**src/rtl/spqt_pkg.sv**
```systemverilog
// ----------------------------------------------------------------------------
// spqt_pkg: shared types and constants for the sorted priority task queue
// Capacity, command and status codes, and the entry and control structs
// that pass between the top level and the row of queue cells.
// ----------------------------------------------------------------------------
package spqt_pkg;

  localparam int CAPACITY = 16;
  localparam int CNT_W    = $clog2(CAPACITY + 1);
  localparam int ID_W     = 16;
  localparam int PRI_W    = 8;
  localparam int CMD_W    = 2;
  localparam int STAT_W   = 2;
  localparam int ECNT_W   = 5;

  typedef enum logic [CMD_W-1:0] {
    CMD_INSERT = 2'd0,
    CMD_POP    = 2'd1,
    CMD_REMOVE = 2'd2,
    CMD_NOP    = 2'd3
  } cmd_t;

  typedef enum logic [STAT_W-1:0] {
    ST_OK        = 2'd0,
    ST_EMPTY     = 2'd1,
    ST_NOT_FOUND = 2'd2,
    ST_FULL      = 2'd3
  } stat_t;

  typedef struct packed {
    logic [ID_W-1:0]  id;
    logic [PRI_W-1:0] pri;
  } entry_t;

  // Broadcast to every cell for the request being applied
  typedef struct packed {
    cmd_t             op;
    logic             act;
    logic [ID_W-1:0]  id;
    logic [PRI_W-1:0] pri;
  } ctl_t;

  // Flags a cell hands to its right-hand neighbor
  typedef struct packed {
    logic shift;
    logic found;
  } link_t;

endpackage

```
**src/rtl/sorted_priority_task_queue.sv**
```systemverilog
// ----------------------------------------------------------------------------
// sorted_priority_task_queue: bounded priority queue kept sorted in a cell row
// Takes one request per cycle while the output register is empty or being
// read; each result appears in the cycle after its request, from an output register.
// ----------------------------------------------------------------------------
// The queue is a row of CAPACITY cells, cell 0 at the head, kept in rising
// priority order with ties in arrival order. Every cell compares its entry
// with the request in the same cycle: an insert lands at the first cell
// holding a larger priority and the cells after it shift right; a pop or a
// remove shifts the cells behind the taken entry left. A remove finds the
// first matching id by a found flag handed from cell to cell along the row.
// A new request is taken in every cycle that the output register is empty
// or being read; the result follows in the cycle after its request.
module sorted_priority_task_queue (
  input  logic                          clk,
  input  logic                          rst,
  input  logic                          in_valid,
  output logic                          in_ready,
  input  logic [spqt_pkg::CMD_W-1:0]    command,
  input  logic [spqt_pkg::ID_W-1:0]     task_id,
  input  logic [spqt_pkg::PRI_W-1:0]    priority_req,
  output logic                          out_valid,
  input  logic                          out_ready,
  output logic [spqt_pkg::STAT_W-1:0]   status,
  output logic [spqt_pkg::ID_W-1:0]     removed_id,
  output logic [spqt_pkg::PRI_W-1:0]    removed_priority,
  output logic [spqt_pkg::ECNT_W-1:0]   entry_count
);

  localparam int N = spqt_pkg::CAPACITY;

  logic [spqt_pkg::CNT_W-1:0] count;
  logic [spqt_pkg::CNT_W-1:0] count_next;
  logic                       in_fire;
  logic                       full;
  logic                       empty;
  spqt_pkg::cmd_t             op;
  spqt_pkg::ctl_t             ctl;
  spqt_pkg::stat_t            stat_next;
  spqt_pkg::entry_t           rem_next;
  spqt_pkg::entry_t           hit_ent;
  spqt_pkg::entry_t           cell_ent  [N];
  spqt_pkg::link_t            cell_link [N];
  logic [N-1:0]               hit;

  assign in_ready = !rst && (!out_valid || out_ready);
  assign in_fire  = in_valid && in_ready;
  assign op       = spqt_pkg::cmd_t'(command);
  assign full     = (count == spqt_pkg::CNT_W'(N));
  assign empty    = (count == '0);

  // Request broadcast; refused or empty-queue requests leave the cells alone
  always_comb begin
    ctl.op  = op;
    ctl.id  = task_id;
    ctl.pri = priority_req;
    ctl.act = in_fire && !((op == spqt_pkg::CMD_INSERT) && full) &&
              !((op != spqt_pkg::CMD_INSERT) && empty);
  end

  // Row of cells
  for (genvar i = 0; i < N; i++) begin : g_cell
    spqt_pkg::entry_t left_ent;
    spqt_pkg::link_t  left_link;
    spqt_pkg::entry_t right_ent;

    if (i == 0) begin : g_head
      assign left_ent  = '0;
      assign left_link = '0;
    end else begin : g_body
      assign left_ent  = cell_ent[i-1];
      assign left_link = cell_link[i-1];
    end

    if (i == N - 1) begin : g_tail
      assign right_ent = '0;
    end else begin : g_mid
      assign right_ent = cell_ent[i+1];
    end

    spqt_cell u_cell (
      .clk       (clk),
      .ctl       (ctl),
      .occupied  (count > spqt_pkg::CNT_W'(i)),
      .left_ent  (left_ent),
      .left_link (left_link),
      .right_ent (right_ent),
      .ent       (cell_ent[i]),
      .link      (cell_link[i]),
      .first_hit (hit[i])
    );
  end

  // Select the entry at the first id match
  always_comb begin
    hit_ent = '0;
    for (int i = 0; i < N; i++) begin
      if (hit[i]) begin
        hit_ent = hit_ent | cell_ent[i];
      end
    end
  end

  // Result and new count
  always_comb begin
    stat_next  = spqt_pkg::ST_OK;
    rem_next   = '0;
    count_next = count;
    case (op)
      spqt_pkg::CMD_INSERT: begin
        if (full) begin
          stat_next = spqt_pkg::ST_FULL;
        end else begin
          count_next = count + spqt_pkg::CNT_W'(1);
        end
      end
      spqt_pkg::CMD_POP: begin
        if (empty) begin
          stat_next = spqt_pkg::ST_EMPTY;
        end else begin
          rem_next   = cell_ent[0];
          count_next = count - spqt_pkg::CNT_W'(1);
        end
      end
      spqt_pkg::CMD_REMOVE: begin
        if (empty) begin
          stat_next = spqt_pkg::ST_EMPTY;
        end else if (!cell_link[N-1].found) begin
          stat_next = spqt_pkg::ST_NOT_FOUND;
        end else begin
          rem_next   = hit_ent;
          count_next = count - spqt_pkg::CNT_W'(1);
        end
      end
      default: begin
      end
    endcase
  end

  // Count and output handshake
  always_ff @(posedge clk) begin
    if (rst) begin
      count     <= '0;
      out_valid <= 1'b0;
    end else begin
      if (in_fire) begin
        count     <= count_next;
        out_valid <= 1'b1;
      end else if (out_ready) begin
        out_valid <= 1'b0;
      end
    end
  end

  // Result payload
  always_ff @(posedge clk) begin
    if (in_fire) begin
      status           <= stat_next;
      removed_id       <= rem_next.id;
      removed_priority <= rem_next.pri;
      entry_count      <= spqt_pkg::ECNT_W'(count_next);
    end
  end

  // Checks
  a_count_bound: assert property (@(posedge clk) disable iff (rst)
    count <= spqt_pkg::CNT_W'(N))
    else $error("queue count exceeds capacity");

  a_single_hit: assert property (@(posedge clk) disable iff (rst)
    $onehot0(hit))
    else $error("more than one first id match");

  a_insert_grows: assert property (@(posedge clk) disable iff (rst)
    in_fire && (op == spqt_pkg::CMD_INSERT) && !full |=>
      count == $past(count) + spqt_pkg::CNT_W'(1))
    else $error("accepted insert did not grow the queue");

  a_found_on_remove: assert property (@(posedge clk) disable iff (rst)
    in_fire && (op == spqt_pkg::CMD_REMOVE) && !empty && cell_link[N-1].found |->
      hit != '0)
    else $error("remove found a match but no cell selected");

endmodule

```
**src/rtl/spqt_cell.sv**
```systemverilog
// ----------------------------------------------------------------------------
// spqt_cell: one slot of the sorted queue
// Holds one entry, compares it with the broadcast request, and moves data
// to or from its neighbors on insert, pop and remove.
// ----------------------------------------------------------------------------
module spqt_cell (
  input  logic                clk,
  input  spqt_pkg::ctl_t      ctl,
  input  logic                occupied,
  input  spqt_pkg::entry_t    left_ent,
  input  spqt_pkg::link_t     left_link,
  input  spqt_pkg::entry_t    right_ent,
  output spqt_pkg::entry_t    ent,
  output spqt_pkg::link_t     link,
  output logic                first_hit
);

  logic match;

  // Slot sits at or past the insert point when empty or holding a larger value
  always_comb begin
    match      = occupied && (ent.id == ctl.id);
    link.shift = !occupied || (ent.pri > ctl.pri);
    link.found = left_link.found || match;
    first_hit  = match && !left_link.found;
  end

  // Entry storage: shift right on insert, shift left behind a removal
  always_ff @(posedge clk) begin
    if (ctl.act) begin
      case (ctl.op)
        spqt_pkg::CMD_INSERT: begin
          if (left_link.shift) begin
            ent <= left_ent;
          end else if (link.shift) begin
            ent <= '{id: ctl.id, pri: ctl.pri};
          end
        end
        spqt_pkg::CMD_POP: begin
          ent <= right_ent;
        end
        spqt_pkg::CMD_REMOVE: begin
          if (link.found) begin
            ent <= right_ent;
          end
        end
        default: begin
        end
      endcase
    end
  end

endmodule
```
**config.mk**
```make
export PLATFORM = sky130hd
export DESIGN_NAME = sorted_priority_task_queue
export DESIGN_NICKNAME = d
export VERILOG_FILES = /design/src/rtl/spqt_pkg.sv /design/src/rtl/sorted_priority_task_queue.sv /design/src/rtl/spqt_cell.sv
export SDC_FILE = /design/constraint.sdc
export NUM_CORES = 2
export LEC_CHECK = 0
export ABC_CLOCK_PERIOD_IN_PS = 8900
export BUFFER_PORTS_ARGS = -buffer_cell sky130_fd_sc_hd__buf_2
export CAP_MARGIN = 10
export CORE_MARGIN = 2
export CORE_UTILIZATION = 54
export CTS_CLUSTER_SIZE = 40
export DETAILED_ROUTE_END_ITERATION = 12
export GPL_TIMING_DRIVEN = 0
export PLACE_DENSITY = 0.82
export RECOVER_POWER = 50
export SETUP_SLACK_MARGIN = 0.2
export SYNTH_ARGS = -nofsm -noshare
export SYNTH_HDL_FRONTEND = slang
export SYNTH_SLANG_ARGS = --single-unit
```
**constraint.sdc**
```tcl
create_clock -name clk -period 8.9 [get_ports clk]
set_input_delay 2.225 -clock clk [delete_from_list [all_inputs] [get_ports clk]]
set_output_delay 2.225 -clock clk [all_outputs]
set_load 0.01 [all_outputs]
```
==> flow_summary.yaml <==
route:
  drtAntennaViolNets: 0
  detail_route.first_pass.iterations: 7
  top_layer: "met5"
  avgViaCountPerCell: 6.832
  drc: 0
  wl_um: 115200
  vias: 28013
  wl_met3_um: 15310
  drt-wirelength-per-cell_um: 28.09
  drt-initial-drc-count: 4414
  met2_length_um: 50140
  m1WireLength_um: 41370
status:
  violations: "max-capacitance violations, max-slew violations"
  status: "finished, violations left"
cells_and_area:
  final_area_um2: 34050
  antenna_cells: 0
  areaGrowthSynthToFinish_pct: 10.41
  finalNetCount: 3478
  drive_gt1_share_pct: 6.669
worst_setup_path:
  cp-end-kind: "flop"
  required_ps: 9190
  slowest_stage: "nor3_1"
  arrival_ps: 8080
  crit_type: "in -> reg"
  cp.buffers_inverters: 4
  path_common_cell: "clkbuf_1"
  path_max_fanout: 10
  critPathLaunchType: "input pin"
  slowest_delay_ps: 820
  crit_family: "buffers and inverters"
  crit_path_cell_trace: "clkbuf_1 > clkbuf_1 > clkbuf_1 > xnor2_1 > nand4_1 > nor2_1 > a22oi_1 > nand4_1 > nor3_1 > nor2_1 > clkbuf_1 > o21ai_0 > a31oi_1"
clocking:
  cts_tree: "yes"
  cts_buffers: 48
  clkTransAtPathRegs_ps: 60
  hold_buffers: 0
  worst_skew_pair.late_latency_ps: 620
  cts_buffer_depth: 3
  cts_resized: 0
  cts_setup_buffers: 0
  cts-root-buf: "clkbuf_16"
  htree_levels: 2
  clock_sinks: 421
die:
  core_area_um2: 56390
  die_x_um: 243.0
  rows: 87
  dieArea_um2: 59040
  die_h_um: 243.0
  start_util_pct: 54.70
  io_pins: 63
placed_design:
  placed_area_um2: 32530
  dp_hpwl_um: 91710
  dp_slack_ps: 1316
  gp_congestion: 1.046
  io_buffers: 46
logic_synthesis:
  synth_async_sr_flop_share_pct: 0
  synth-edff-count: 415
  synth_largest_area_cell: "edfxtp_1"
  avgSynthCellArea_um2: 9.660
  yosysUniqueCellTypes: 75
  synth_area_leaders: "edfxtp_1 40%, mux2i_1 12%, o21ai_0 6.6%"
  ys.flop_type: "edfxtp_1"
  netlist.area_leader.share_pct: 40.40
  synth_seq_cells: 421
  syn-cell-area_um2: 30840
  yosysWarnings: 0
  syn_nets: 3362
  ys_seq_area_share_pct: 40.79
  synth_cells: 3193
timing:
  tns_ps: 0
  finClkSkew_ps: 18.56
  period_needed_ps: 7794
  period_share_pct: 87.58
  grt_setup_unrepaired: "no"
  setup_viol: 0
  worstMarginPinSlew_ps: 2122
  setup_ws_ps: 1106
  maxSlewViolCount: 27
  relSlewSlack_pct: -41.45
  fmax_mhz: 128.3
  hold_viol_final: 0
power_and_ir_drop:
  power_leakage_nw: 11.70
  power_density_nw_per_um2: 164.7
  irDropWorstVdd_v: 0.0002007
grt:
  overflow: 0
  grt_antenna_before_repair: 4
  track_usage_pct: 38.37
  grt_first_pass_wirelength_um: 169300
  grt_start_max_net_pins: 27
  grt_pass1_vias: 26805
min_path:
  worstHoldPathType: "reg -> reg"
flow_run:
  maxCapViolCount: 1
[layout by cell type, fill, tap and decap left out, types with 20 or more instances in the layout]
master	n
and3_1	45
buf_4	21
nand3_1	141
a21o_1	23
nor3_1	25
clkbuf_1	259
a21oi_1	77
xor2_1	108
a31oi_1	30
nor2b_1	23
nor4_1	35
ha_1	139
a211o_1	26
inv_1	36
edfxtp_1	415
xnor2_1	148
nor2_1	64
nand4_1	78
a221oi_2	20
o21ai_0	406
a22oi_1	72
o2111ai_1	23
nand2_1	464
buf_2	38
clkbuf_16	50
mux2i_1	361
[flip-flops by register name, indices dropped and copies added (netlist names)]
register and count:
status 2, count 5, removed_id 16, out_valid 1, g_cell.u_cell.ent 384, entry_count 5
removed_priority 8
[where the power goes]
part / internal, mW / total (mW) / switching (mW)
clock network: 1.22 / 2.10 / 0.878
logic: 0.371 / 1.10 / 0.726
registers: 2.31 / 2.41 / 0.0960
[kinds of logic (layout without fill, tap and decap cells)]
logic type | count (synthesis) | count (layout) | share of synthesized area [%]
AND/OR/NAND/NOR | 933 | 933 | 14.26
buffers and inverters | 320 | 471 | 4.730
multiplexers | 378 | 378 | 12.34
adder cells (fa/ha/maj) | 139 | 139 | 5.639
flip-flops | 421 | 421 | 40.79
XOR/XNOR | 256 | 256 | 7.269
AO/OA/AOI/OAI | 746 | 746 | 14.98
[synthesized netlist by cell type, types with 20 or more instances]
master and instances:
and3_1 45, a21o_1 23, o2111ai_1 23, nand4_1 78
buf_1 22, a21oi_1 77, a221oi_2 20, xnor2_1 148
edfxtp_1 415, o21ai_0 406, inv_1 36, buf_2 44
a22oi_1 72, nand2_1 464, mux2i_1 361, ha_1 139
clkbuf_1 179, xor2_1 108, buf_4 22, nor2b_1 23
nor3_1 24, a31oi_1 32, a211o_1 26, nor4_1 36
nand3_1 141, nor2_1 63
[metrics by stage]
stage                     cells  hold WS, ps  power, mW  utilization (%)
after floorplan            3193        547.5      3.108                -
after global placement     3995        586.6      3.441            56.79
after detailed placement   4011        593.6      3.494            57.70
after CTS                  4096        604.6      5.541            60.52
after global routing       4100        656.8      5.738            60.39
final                      4100        601.9      5.608            60.39
[layout make-up]
class                           instances  area, µm²
Sequential cell                       421      12580
Buffer                                283       1294
Timing Repair Buffer                   66      511.7
Tap cell                              756      945.9
Inverter                               37      138.9
Multi-Input combinational cell       2452      16990
Clock inverter                         25      304.0
Clock buffer                           60       1289
Fill cell                            4877      22330
[final timing paths]
path                               start                       to  slack, ps  depth (start not counted)
setup / recovery             task_id[11]  removed_id[0]$_DFFE_PP_       1110                         13
hold / removal    out_valid$_SDFFE_PP0P_   out_valid$_SDFFE_PP0P_        600                          3
hold reg to reg   out_valid$_SDFFE_PP0P_   out_valid$_SDFFE_PP0P_        600                          3
setup reg to reg   count[0]$_SDFFE_PP0P_  removed_id[0]$_DFFE_PP_       2740                         13
[worst min-delay path, delay by kind of cell, from the launching register on]
family	cells	cell delay, ps
AND/OR/NAND/NOR	3	260
flip-flops	1	300
[per-layer routing]
layer  track usage, %  up-vias
met5                0        -
met4            24.59        6
met3            11.36      511
met2            57.79     2265
met1            48.16    13162
li1                 -    12069
(Power assumes the default switching activity.)
